## src/rtl/mmtb_pkg.sv

```systemverilog
`timescale 1ns / 1ps
`default_nettype none

package mmtb_pkg;

   // Largest matrix handled; the stores hold MAX_SIZE * MAX_SIZE element pairs.
   localparam int MAX_SIZE    = 8;
   localparam int STORE_DEPTH = MAX_SIZE * MAX_SIZE;
   localparam int ADDR_W      = $clog2(STORE_DEPTH);
   localparam int IDX_W       = 3;
   localparam int SIZE_W      = 4;
   localparam int COUNT_W     = 7;
   localparam int ELEM_W      = 16;
   localparam int PROD_W      = 2 * ELEM_W;
   localparam int C_W         = 35;

   localparam logic [SIZE_W-1:0] SIZE_RESET = 4'd8;

   // Command from the controller to the datapath.
   typedef struct packed {
      logic              store;
      logic [ADDR_W-1:0] store_addr;
      logic              issue;
      logic [ADDR_W-1:0] a_addr;
      logic [ADDR_W-1:0] b_addr;
      logic              first;
      logic              last;
      logic [IDX_W-1:0]  row;
      logic [IDX_W-1:0]  col;
      logic              final_entry;
   } cmd_type;

   // Status from the datapath back to the controller.
   typedef struct packed {
      logic advance;
   } status_type;

   // A size of zero acts as one, and a size above the maximum acts as the maximum.
   function automatic logic [SIZE_W-1:0] effective_size(input logic [SIZE_W-1:0] size_value);
      logic [SIZE_W-1:0] result;
      if (size_value == '0) begin
         result = SIZE_W'(1);
      end else if (size_value > SIZE_W'(MAX_SIZE)) begin
         result = SIZE_W'(MAX_SIZE);
      end else begin
         result = size_value;
      end
      return result;
   endfunction

endpackage

`default_nettype wire

```

## src/rtl/mmtb_ram.sv

```systemverilog
`timescale 1ns / 1ps
`default_nettype none

module mmtb_ram #(
   parameter int WIDTH = 16,
   parameter int DEPTH = 64
) (
   input  wire logic                     clock,
   input  wire logic                     wr_en,
   input  wire logic [$clog2(DEPTH)-1:0] wr_addr,
   input  wire logic [WIDTH-1:0]         wr_data,
   input  wire logic                     rd_en,
   input  wire logic [$clog2(DEPTH)-1:0] rd_addr,
   output logic      [WIDTH-1:0]         rd_data
);

   logic [WIDTH-1:0] mem_ff [DEPTH];
   logic [WIDTH-1:0] rd_data_ff;

   always_ff @(posedge clock) begin
      if (wr_en) begin
         mem_ff[wr_addr] <= wr_data;
      end
      if (rd_en) begin
         rd_data_ff <= mem_ff[rd_addr];
      end
   end

   assign rd_data = rd_data_ff;

endmodule

`default_nettype wire

```

## src/rtl/mmtb_ctrl.sv

```systemverilog
`timescale 1ns / 1ps
`default_nettype none

module mmtb_ctrl import mmtb_pkg::*; (
   input  wire logic              clock,
   input  wire logic              reset,
   input  wire logic              req_valid,
   output logic                   req_ready,
   input  wire logic              csr_valid,
   output logic                   csr_ready,
   input  wire logic [SIZE_W-1:0] csr_matrix_size,
   input  wire status_type        status,
   output cmd_type                cmd
);

   localparam logic ST_LOAD = 1'b0;
   localparam logic ST_MAC  = 1'b1;

   logic               state_ff, state_in;
   logic [SIZE_W-1:0]  size_ff;
   logic [COUNT_W-1:0] load_count_ff, load_count_in;
   logic [SIZE_W-1:0]  n_ff, n_in;
   logic [IDX_W-1:0]   row_ff, row_in;
   logic [IDX_W-1:0]   col_ff, col_in;
   logic [IDX_W-1:0]   k_ff, k_in;
   logic [ADDR_W-1:0]  a_base_ff, a_base_in;
   logic [ADDR_W-1:0]  b_base_ff, b_base_in;

   logic [SIZE_W-1:0]  eff_size;
   logic [COUNT_W-1:0] count_next;
   logic [COUNT_W-1:0] area;
   logic               complete;
   logic               accept;
   logic               step;
   logic [SIZE_W-1:0]  n_minus_one;
   logic               k_end, col_end, row_end;

   assign eff_size    = effective_size(size_ff);
   assign count_next  = load_count_ff + COUNT_W'(1);
   assign area        = COUNT_W'(COUNT_W'(eff_size) * COUNT_W'(eff_size));
   assign complete    = (count_next >= area);
   assign req_ready   = (state_ff == ST_LOAD);
   assign csr_ready   = 1'b1;
   assign accept      = req_ready && req_valid;
   assign step        = (state_ff == ST_MAC) && status.advance;
   assign n_minus_one = n_ff - SIZE_W'(1);
   assign k_end       = (k_ff == n_minus_one[IDX_W-1:0]);
   assign col_end     = (col_ff == n_minus_one[IDX_W-1:0]);
   assign row_end     = (row_ff == n_minus_one[IDX_W-1:0]);

   always_comb begin
      cmd.store       = accept;
      cmd.store_addr  = load_count_ff[ADDR_W-1:0];
      cmd.issue       = step;
      cmd.a_addr      = a_base_ff + ADDR_W'(k_ff);
      cmd.b_addr      = b_base_ff + ADDR_W'(k_ff);
      cmd.first       = (k_ff == '0);
      cmd.last        = k_end;
      cmd.row         = row_ff;
      cmd.col         = col_ff;
      cmd.final_entry = row_end && col_end;
   end

   always_comb begin
      state_in      = state_ff;
      load_count_in = load_count_ff;
      n_in          = n_ff;
      row_in        = row_ff;
      col_in        = col_ff;
      k_in          = k_ff;
      a_base_in     = a_base_ff;
      b_base_in     = b_base_ff;
      case (state_ff)
         ST_LOAD: begin
            if (accept) begin
               if (complete) begin
                  load_count_in = '0;
                  state_in      = ST_MAC;
                  n_in          = eff_size;
                  row_in        = '0;
                  col_in        = '0;
                  k_in          = '0;
                  a_base_in     = '0;
                  b_base_in     = '0;
               end else begin
                  load_count_in = count_next;
               end
            end
         end
         ST_MAC: begin
            if (step) begin
               if (k_end) begin
                  k_in = '0;
                  if (col_end) begin
                     col_in    = '0;
                     b_base_in = '0;
                     if (row_end) begin
                        state_in = ST_LOAD;
                     end else begin
                        row_in    = row_ff + 1'b1;
                        a_base_in = a_base_ff + ADDR_W'(n_ff);
                     end
                  end else begin
                     col_in    = col_ff + 1'b1;
                     b_base_in = b_base_ff + ADDR_W'(n_ff);
                  end
               end else begin
                  k_in = k_ff + 1'b1;
               end
            end
         end
         default: begin
            state_in = ST_LOAD;
         end
      endcase
   end

   always_ff @(posedge clock) begin
      if (reset) begin
         state_ff      <= ST_LOAD;
         size_ff       <= SIZE_RESET;
         load_count_ff <= '0;
      end else begin
         state_ff      <= state_in;
         load_count_ff <= load_count_in;
         if (csr_valid && csr_ready) begin
            size_ff <= csr_matrix_size;
         end
      end
   end

   always_ff @(posedge clock) begin
      n_ff      <= n_in;
      row_ff    <= row_in;
      col_ff    <= col_in;
      k_ff      <= k_in;
      a_base_ff <= a_base_in;
      b_base_ff <= b_base_in;
   end

endmodule

`default_nettype wire

```

## src/rtl/mmtb_datapath.sv

```systemverilog
`timescale 1ns / 1ps
`default_nettype none

module mmtb_datapath import mmtb_pkg::*; (
   input  wire logic                     clock,
   input  wire logic                     reset,
   input  wire cmd_type                  cmd,
   output status_type                    status,
   input  wire logic signed [ELEM_W-1:0] req_a_element,
   input  wire logic signed [ELEM_W-1:0] req_bt_element,
   output logic                          rsp_valid,
   input  wire logic                     rsp_ready,
   output logic signed [C_W-1:0]         rsp_c_element,
   output logic [IDX_W-1:0]              rsp_row_index,
   output logic [IDX_W-1:0]              rsp_column_index,
   output logic                          rsp_last_entry
);

   typedef struct packed {
      logic             first;
      logic             last;
      logic [IDX_W-1:0] row;
      logic [IDX_W-1:0] col;
      logic             final_entry;
   } tag_type;

   logic                     advance;
   logic [ELEM_W-1:0]        a_rd, b_rd;
   logic                     s1_valid_ff, s2_valid_ff;
   tag_type                  s1_tag_ff, s2_tag_ff;
   logic signed [PROD_W-1:0] product_ff;
   logic signed [C_W-1:0]    acc_ff;
   logic signed [C_W-1:0]    sum;
   logic signed [C_W-1:0]    acc_base;
   logic                     load_out;
   logic                     rsp_valid_ff, rsp_valid_in;
   logic signed [C_W-1:0]    rsp_c_ff;
   logic [IDX_W-1:0]         rsp_row_ff, rsp_col_ff;
   logic                     rsp_last_ff;

   // The whole pipeline freezes while a finished entry waits at the output.
   assign advance        = !(rsp_valid_ff && !rsp_ready);
   assign status.advance = advance;

   mmtb_ram #(.WIDTH(ELEM_W), .DEPTH(STORE_DEPTH)) u_a_ram (
      .clock   (clock),
      .wr_en   (cmd.store),
      .wr_addr (cmd.store_addr),
      .wr_data (req_a_element),
      .rd_en   (cmd.issue),
      .rd_addr (cmd.a_addr),
      .rd_data (a_rd)
   );

   mmtb_ram #(.WIDTH(ELEM_W), .DEPTH(STORE_DEPTH)) u_bt_ram (
      .clock   (clock),
      .wr_en   (cmd.store),
      .wr_addr (cmd.store_addr),
      .wr_data (req_bt_element),
      .rd_en   (cmd.issue),
      .rd_addr (cmd.b_addr),
      .rd_data (b_rd)
   );

   assign acc_base     = s2_tag_ff.first ? '0 : acc_ff;
   assign sum          = acc_base + {{(C_W-PROD_W){product_ff[PROD_W-1]}}, product_ff};
   assign load_out     = advance && s2_valid_ff && s2_tag_ff.last;
   assign rsp_valid_in = load_out ? 1'b1 : (rsp_ready ? 1'b0 : rsp_valid_ff);

   always_ff @(posedge clock) begin
      if (reset) begin
         s1_valid_ff  <= 1'b0;
         s2_valid_ff  <= 1'b0;
         rsp_valid_ff <= 1'b0;
      end else begin
         rsp_valid_ff <= rsp_valid_in;
         if (advance) begin
            s1_valid_ff <= cmd.issue;
            s2_valid_ff <= s1_valid_ff;
         end
      end
   end

   always_ff @(posedge clock) begin
      if (advance) begin
         s1_tag_ff.first       <= cmd.first;
         s1_tag_ff.last        <= cmd.last;
         s1_tag_ff.row         <= cmd.row;
         s1_tag_ff.col         <= cmd.col;
         s1_tag_ff.final_entry <= cmd.final_entry;
         s2_tag_ff             <= s1_tag_ff;
         product_ff            <= $signed(a_rd) * $signed(b_rd);
         if (s2_valid_ff) begin
            acc_ff <= sum;
         end
      end
      if (load_out) begin
         rsp_c_ff    <= sum;
         rsp_row_ff  <= s2_tag_ff.row;
         rsp_col_ff  <= s2_tag_ff.col;
         rsp_last_ff <= s2_tag_ff.final_entry;
      end
   end

   assign rsp_valid        = rsp_valid_ff;
   assign rsp_c_element    = rsp_c_ff;
   assign rsp_row_index    = rsp_row_ff;
   assign rsp_column_index = rsp_col_ff;
   assign rsp_last_entry   = rsp_last_ff;

endmodule

`default_nettype wire

```

## src/rtl/matrix_multiply_transposed_b.sv

```systemverilog
// Square matrix multiplier C = A x B with B supplied already transposed.
// Request channel (req_): each transaction carries one element of A and the element of
// transposed B at the same row-major position, both signed Q8.8. The block stores n*n
// such pairs, one per cycle, while req_ready is high.
// The transaction that completes the load starts the computation: req_ready drops and
// the block streams all n*n entries of C in row-major order on the response channel
// (rsp_), each a full-precision signed Q19.16 dot product with its row and column, and
// rsp_last_entry set on the final entry. Requests are taken again once the last
// multiply-accumulate has been issued, while the final entries are still draining.
// Operation: one multiply-accumulate unit reads both element memories once per cycle while
// the output is not stalled, and each entry sums n products; the last product of an entry
// passes the memory read register and the product register and is added into the output register.
// Configuration (csr_): a write sets the matrix size n; 0 acts as 1 and values above 8
// act as 8. Write it only while the block is idle.
// Reset (synchronous) empties the load count, restores a size of 8 and drops rsp_valid.
// When the receiver stalls, the finished entry holds in the output register and the
// whole multiply pipeline freezes until it is taken; nothing is lost.
`timescale 1ns / 1ps
`default_nettype none

module matrix_multiply_transposed_b import mmtb_pkg::*; (
   input  wire logic                     clock,
   input  wire logic                     reset,
   input  wire logic                     req_valid,
   output logic                          req_ready,
   input  wire logic signed [ELEM_W-1:0] req_a_element,
   input  wire logic signed [ELEM_W-1:0] req_bt_element,
   output logic                          rsp_valid,
   input  wire logic                     rsp_ready,
   output logic signed [C_W-1:0]         rsp_c_element,
   output logic [IDX_W-1:0]              rsp_row_index,
   output logic [IDX_W-1:0]              rsp_column_index,
   output logic                          rsp_last_entry,
   input  wire logic                     csr_valid,
   output logic                          csr_ready,
   input  wire logic [SIZE_W-1:0]        csr_matrix_size
);

   // Commands carry the store writes and the multiply-accumulate issue with its tags;
   // status tells the controller whether the pipeline may move this cycle.
   cmd_type    cmd;
   status_type status;

   // The controller owns the size register, the load count and the row, column and
   // inner-product counters that walk the two element memories.
   mmtb_ctrl u_ctrl (
      .clock           (clock),
      .reset           (reset),
      .req_valid       (req_valid),
      .req_ready       (req_ready),
      .csr_valid       (csr_valid),
      .csr_ready       (csr_ready),
      .csr_matrix_size (csr_matrix_size),
      .status          (status),
      .cmd             (cmd)
   );

   // The datapath holds the element memories, the multiplier, the accumulator and
   // the output register.
   mmtb_datapath u_datapath (
      .clock            (clock),
      .reset            (reset),
      .cmd              (cmd),
      .status           (status),
      .req_a_element    (req_a_element),
      .req_bt_element   (req_bt_element),
      .rsp_valid        (rsp_valid),
      .rsp_ready        (rsp_ready),
      .rsp_c_element    (rsp_c_element),
      .rsp_row_index    (rsp_row_index),
      .rsp_column_index (rsp_column_index),
      .rsp_last_entry   (rsp_last_entry)
   );

endmodule

`default_nettype wire
```

## config.mk

```make
export PLATFORM = sky130hd
export DESIGN_NAME = matrix_multiply_transposed_b
export DESIGN_NICKNAME = d
export VERILOG_FILES = /design/src/rtl/mmtb_pkg.sv /design/src/rtl/mmtb_ram.sv /design/src/rtl/mmtb_ctrl.sv /design/src/rtl/mmtb_datapath.sv /design/src/rtl/matrix_multiply_transposed_b.sv
export SDC_FILE = /design/constraint.sdc
export NUM_CORES = 2
export LEC_CHECK = 0
export BUFFER_PORTS_ARGS = -buffer_cell sky130_fd_sc_hd__buf_2
export CAP_MARGIN = 15
export CORE_MARGIN = 2
export CORE_UTILIZATION = 63
export CTS_CLUSTER_DIAMETER = 200
export DETAILED_ROUTE_END_ITERATION = 16
export PLACE_DENSITY = 0.79
export SLEW_MARGIN = 20
export SYNTH_ARGS = -nofsm -noshare
export SYNTH_HDL_FRONTEND = slang
export SYNTH_SLANG_ARGS = --single-unit
```

## constraint.sdc

```tcl
create_clock -name clock -period 6.8 [get_ports clock]
set_input_delay 1.36 -clock clock [delete_from_list [all_inputs] [get_ports clock]]
set_output_delay 1.36 -clock clock [all_outputs]
set_load 0.02 [all_outputs]
```

# --- Yosys cells after proc, flatten, opt, wreduce, memory -nomap -nowiden ---
# Memories as Yosys holds them, arrays and structs flattened. A register that Yosys moved wholly into a read port is not among the register bits.
# Index checks and enable logic that the tools add are counted.
totals:
  ff_bits: 167
  ramBits: 2048
  input_bits: 41
  out_inout_bits: 45
  wordCells: 112
  n_memories: 2
op_classes:
  add_sub_neg: 10
  n_mul: 2
  order_cmp: 2
  n_eq_ne: 9
  n_mux: 40
  bitwise: 2
  reduce_logical: 17
mem_list:
  columns: ["memory", "depth", "word_bits", "read_ports", "rd_ports_with_merged_regs", "write_ports", "line", "rtl"]
  rows:
  - ["u_datapath.u_a_ram.mem_ff", 64, 16, 1, 1, 1, "mmtb_ram.sv:17", "logic [WIDTH-1:0] mem_ff [DEPTH];"]
  - ["u_datapath.u_bt_ram.mem_ff", 64, 16, 1, 1, 1, "mmtb_ram.sv:17", null]
ops:
  columns: ["op", "n"]
  rows:
  - ["6-bit 2-to-1 mux", 9]
  - ["35-bit adder", 1]
  - ["35-bit 2-to-1 mux", 1]
  - ["3-bit 2-to-1 mux", 11]
  - ["16-bit by 16-bit multiplier with 32-bit output", 1]
  - ["6-bit case mux with 2 select lines", 2]
  - ["3-bit case mux with 2 select lines", 3]
  - ["6-bit by 3-bit adder with 6-bit output", 2]
  - ["6-bit by 4-bit adder with 6-bit output", 2]
  - ["2-bit inequality test, second input constant", 6]
  - ["1-bit 2-to-1 mux", 10]
  - ["3-bit by 1-bit adder with 3-bit output, second input constant", 3]
  - ["3-bit == test", 3]
  - ["4-bit 2-to-1 mux", 2]
  - ["7-bit by 1-bit adder with 7-bit output, second input constant", 1]
  - ["7-bit greater-or-equal comparator", 1]
  - ["4-bit by 4-bit multiplier with 7-bit output", 1]
  - ["7-bit 2-to-1 mux", 1]
  - ["1-bit logical AND", 6]
  - ["3-bit AND reduction", 2]
  - ["6-bit AND reduction", 1]
  - ["4-bit > comparator, second input constant", 1]
  - ["4-bit zero test", 1]
  - ["2-bit AND reduction", 2]
  - ["other kinds (7)", 9]

# --- Logic depth before layout (Yosys ltp) ---
depth:
  word_depth: 8
  mapped_depth: 23
  mapped_depth_nobuf: 22

# --- Modules after synthesis ---
# From an unflattened synthesis, not the netlist that was laid out.
unflattened:
  cells_unflattened: 5460
  area_unflattened_um2: 98994.9
by_module_without_submodules:
  columns: ["module", "instances", "cells_per_inst", "area_each_um2", "seq_area_each_um2"]
  rows:
  - ["mmtb_ram", 2, 1829, 40202.3, 31230.0]
  - ["mmtb_datapath", 1, 1526, 15815.2, 3873.7]
  - ["mmtb_ctrl", 1, 276, 2775.2, 991.0]

# --- Worst setup path before layout ---
# No wires, ideal clock.
synth_timing:
  path_kind: "reg2reg"
  from: "reg u_datapath.u_bt_ram.rd_data_ff[4] (netlist: u_datapath.u_bt_ram.rd_data[4]) (read register of u_datapath.u_bt_ram.mem_ff)"
  to: "reg u_datapath.product_ff[28] (data pin)"
  setup_ns: 0.135
  t_arrival_ns: 5.832
  required_time_ns: 6.665
  path_slack_ns: 0.833
  path_stages_with_launch: 21
  path_buffers: 1
  synth_period_minus_slack_ns: 5.967
  cell_sequence: "edfxtp_1 -> clkbuf_1 -> and2_1 -> fa_1 -> inv_1 -> fa_1 -> fa_1 -> inv_1 -> fa_1 -> fa_1 -> inv_1 -> fa_1 -> inv_1 -> ha_1 -> or4_1 -> a31oi_1 -> nor3_1 -> o41ai_4 -> o21ai_1 -> or4_1 -> nand3_1"
synth_between:
  elab_chain_len: 1
synth_rtl:
  columns: ["element", "line", "rtl"]
  rows:
  - ["from (decl)", "mmtb_ram.sv:18", "logic [WIDTH-1:0] rd_data_ff;"]
  - ["16-bit by 16-bit multiplier with 32-bit output", "mmtb_datapath.sv:92", "product_ff <= $signed(a_rd) * $signed(b_rd);"]
  - ["to (signal assigned)", "mmtb_datapath.sv:92", null]
  - ["to (decl)", "mmtb_datapath.sv:31", "logic signed [PROD_W-1:0] product_ff;"]
# No other way between the ends.
# A chain may end at the register's enable or synchronous reset.

# --- Worst setup path in the final report ---
layout_timing:
  from: "reg u_datapath.u_a_ram.rd_data_ff[15] (netlist: u_datapath.u_a_ram.rd_data[15]) (read register of u_datapath.u_a_ram.mem_ff)"
  to: "reg u_datapath.product_ff[30] (data pin)"
layout_between:
  elab_chain_len: 1
layout_rtl:
  columns: ["element", "line"]
  rows:
  - ["from (decl)", "mmtb_ram.sv:18"]
  - ["16-bit by 16-bit multiplier with 32-bit output", "mmtb_datapath.sv:92"]
# No other way between the ends.

==> results.tsv <==
stage	metric	value	unit
critical_path	cp.required	7.40	ns
synthesis	synth_area_leader_cell	edfxtp_1	
synthesis	synth-compound-area-share	0.0139	
synthesis	ys_types	63	
critical_path	cp-end-kind	flop	
cts	numCtsBuffers	211	
final_layout	fin_area	108000	um2
cts	clock_latency	0.87	ns
synthesis	seq_area_frac_synth	0.695	
routing	drtIter0Drc	6898	
synthesis	synthesis.area	96900	um2
routing	avgRoutedWirePerCell	35.4	um
synthesis	synth_top_area_share	0.692	
synthesis	syn_avg_cell_area	20.4	um2
routing	via_count	49900	
critical_path	arrival	7.07	ns
critical_path	reg2reg_depth	18	
final_layout	drive_gt1_frac	0.244	
run_status	status	finished clean	
routing	wl	254	mm
sta	skew	0.0572	ns
final_layout	syn2layout_area_growth	11.2	%
place	place_area	101000	um2
global_route	grt_pass1_wl	368	mm
synthesis	synth.area.mux_share	0.157	
critical_path	r2r_end	u_datapath.product_ff[30]$_DFFE_PN_	
synthesis	synth_common_cells	edfxtp_1 (2232), mux4_2 (672), inv_1 (340)	
synthesis	ys_seq_elements	2247	
critical_path	crit_path_end	u_datapath.product_ff[30]$_DFFE_PN_	
cts	cts_hold_buf	0	
synthesis	synth_fa_ha_area_frac	0.0741	
cts	cts.sinks	2247	
sta	relSlewSlack	0.187	
synthesis	synth_most_common_cell	edfxtp_1	
routing	ant_nets	0	
synthesis	ys_top_cells_by_area	edfxtp_1 (69%), mux4_2 (16%), fa_1 (5.5%), ha_1 (1.9%), inv_1 (1.3%)	
cts	clock_path_buffers	3	
final_layout	layout.nets	5437	
critical_path	crit_type	reg2reg	
sta	hold_viol	0	
synthesis	synth_top_family_by_area	multiplexers	
power_and_ir_drop	static-leakage-power	36.1	nW
global_route	antenna_found_initial	27	
critical_path	startpoint_type	flop	
sta	setup_tns	0	ns
global_route	grt_pass1_vias	51300	
routing	vias_per_cell	6.94	
flow_run	cap_violations	0	
synthesis	synth-simple-area-share	0.0293	
place	routabilityCongestion	0.880	
synthesis	async_reset_ff_frac	0	
global_route	grt_max_degree	111	
place	hpwl	135	mm
critical_path	r2r_start	u_datapath.u_a_ram.rd_data[15]$_DFFE_PP_	
final_layout	fillers	8469	
floorplanning	start_util	0.636	
floorplanning	io_pins	86	
critical_path	critPathMaxFanout	16	
sta	layout_min_cycle_time	6.47	ns
power_and_ir_drop	power.density	304	nW/um2
floorplanning	die_area	157000	um2
sta	rsz0062_at_grt	false	
cts	cts_tree	yes	
routing	dr.pass1.iters	5	
place	io_buffer_count	84	
global_route	gr-total-overflow	0	
floorplanning	core_area	152000	um2
sta	maxSlewViolCount	0	
cts	root_buffer	clkbuf_16	
sta	worst_slew_pin_slew	1.22	ns
cts	clk_pin_slew	0.06	ns
final_layout	fin_util	0.708	
sta	period_share	0.952	
synthesis	yosysWarnings	0	
global_route	grtUsageTotal	0.332	
floorplanning	die_w	396	um
final_layout	seqCellArea	67300	um2
sta	clock.fmax	0.155	GHz
floorplanning	die-height	396	um
critical_path	r2r_setup_slack	0.33	ns
synthesis	synth-xor-area-share	0.00921	
final_layout	multiInputGateArea	28000	um2
synthesis	ys.flop_type	edfxtp_1	
sta	setup_viol	0	
hold_path	hp-class	reg2reg	
floorplanning	num_rows	143	
routing	route.detailed.drc	0	
synthesis	synth_edf_count	2232	
critical_path	critPathLaunch	u_datapath.u_a_ram.rd_data[15]$_DFFE_PP_	
cts	htreeDepth	4	
power_and_ir_drop	ir_worst_vdd	0.293	mV
synthesis	synth_cells	4755	
[sequential cells by signal, indices dropped and copies added, names as in the netlist, 6 cells and up]
| register | cells |
|---|---|
| u_datapath.rsp_c_element | 35 |
| u_datapath.product_ff | 32 |
| u_datapath.s2_tag_ff | 9 |
| u_ctrl.a_base_ff | 6 |
| u_datapath.s1_tag_ff | 9 |
| u_datapath.acc_ff | 35 |
| u_datapath.u_a_ram.rd_data | 16 |
| u_datapath.u_bt_ram.mem_ff | 1024 |
| u_datapath.u_bt_ram.rd_data | 16 |
| u_ctrl.b_base_ff | 6 |
| u_datapath.u_a_ram.mem_ff | 1024 |
| u_ctrl.load_count_ff | 7 |
[final cells by class]
class,instances,share of cell area
inverters,341,0.0119
diodes,5,0.000116
clock buffers,264,0.0514
well taps,2030,0.0236
flip-flops and latches,2247,0.625
multi-input cells,1973,0.260
repair buffers,209,0.0163
clock inverters,123,0.0115
[metal layers]
layer  part of all wire  global-route usage  vias up
li1                   -                   -    19300
met1               0.34               0.434    26100
met2               0.49               0.533     3815
met3               0.12              0.0841      734
met4              0.049               0.153       34
met5             0.0011                   0        -
[repair_timing]
| item | in CTS | in global routing |
|---|---|---|
| hold endpoints to repair | 0 | 0 |
| gates resized for setup | 0 | 0 |
| buffers inserted | 0 | 4 |
| setup endpoints to repair | 0 | 3 |
[critical path, stage by stage (launching register included)]
cell and delay, ns:
edfxtp_1 0.63, nand2_1 0.22, inv_1 0.10, fa_1 0.76, fa_1 0.50, fa_1 0.50
fa_1 0.52, fa_1 0.49, inv_1 0.05, fa_1 0.47, inv_1 0.04, ha_1 0.35
and3_1 0.25, nand3_1 0.11, nor3_1 0.54, o41ai_4 0.19, o21ai_1 0.26, a31oi_1 0.14
xnor2_1 0.14
[per-stage QoR]
stage               hold slack [ns]  total power, mW  cells  worst slack (ns)
floorplan                     0.400             19.8   4756             0.833
global placement              0.402             21.0   6786             0.326
detailed placement            0.405             21.2   6788             0.215
CTS                           0.421             32.8   7175             0.206
global route                  0.431             33.9   7190            0.0335
finish                        0.418             32.8   7192             0.330
[cell families after synthesis]
| family | count (synthesis) |
|---|---|
| adders and majority gates | 413 |
| buffers and inverters | 536 |
| DFF | 2247 |
| and+or+nand+nor | 576 |
| xor gates and xnor gates | 101 |
| other | 2 |
| muxes | 677 |
| AOI/OAI and AO/OA | 203 |
[cells in the final DEF, fill, tap and decap left out, types with 76 or more instances in the layout]
cell	netlist	layout
edfxtp_1	2232	2232
mux4_2	672	672
nor2_1	140	76
and2_1	127	127
clkbuf_16	0	212
ha_1	145	143
inv_1	340	339
buf_4	2	126
fa_1	268	266
nand2_1	160	160
[report_power, final]
group          leakage [nW]  switching, mW  internal [mW]
Clock                  3.28           5.29           6.51
Combinational          12.5           3.00           2.24
Sequential             20.3         0.0786           15.7
[how the worst min path moves through the flow]
stage / startpoint / end / depth (start not counted) / slack [ns]
3_3_place_gp: u_datapath.s1_tag_ff[7]$_DFFE_PN_ / u_datapath.s2_tag_ff[7]$_DFFE_PN_ / 0 / 0.40
6_report: u_datapath.s2_tag_ff[5]$_DFFE_PN_ / u_datapath.rsp_row_index[1]$_DFFE_PP_ / 0 / 0.42
2_1_floorplan: u_datapath.s2_tag_ff[1]$_DFFE_PN_ / u_datapath.rsp_column_index[0]$_DFFE_PP_ / 0 / 0.40
4_1_cts: u_datapath.s2_tag_ff[2]$_DFFE_PN_ / u_datapath.rsp_column_index[1]$_DFFE_PP_ / 0 / 0.42
5_1_grt: u_datapath.s1_tag_ff[0]$_DFFE_PN_ / u_datapath.s2_tag_ff[0]$_DFFE_PN_ / 0 / 0.43
3_5_place_dp: u_datapath.s1_tag_ff[1]$_DFFE_PN_ / u_datapath.s2_tag_ff[1]$_DFFE_PN_ / 0 / 0.40
Note: power is estimated with default switching activity, not from simulation.
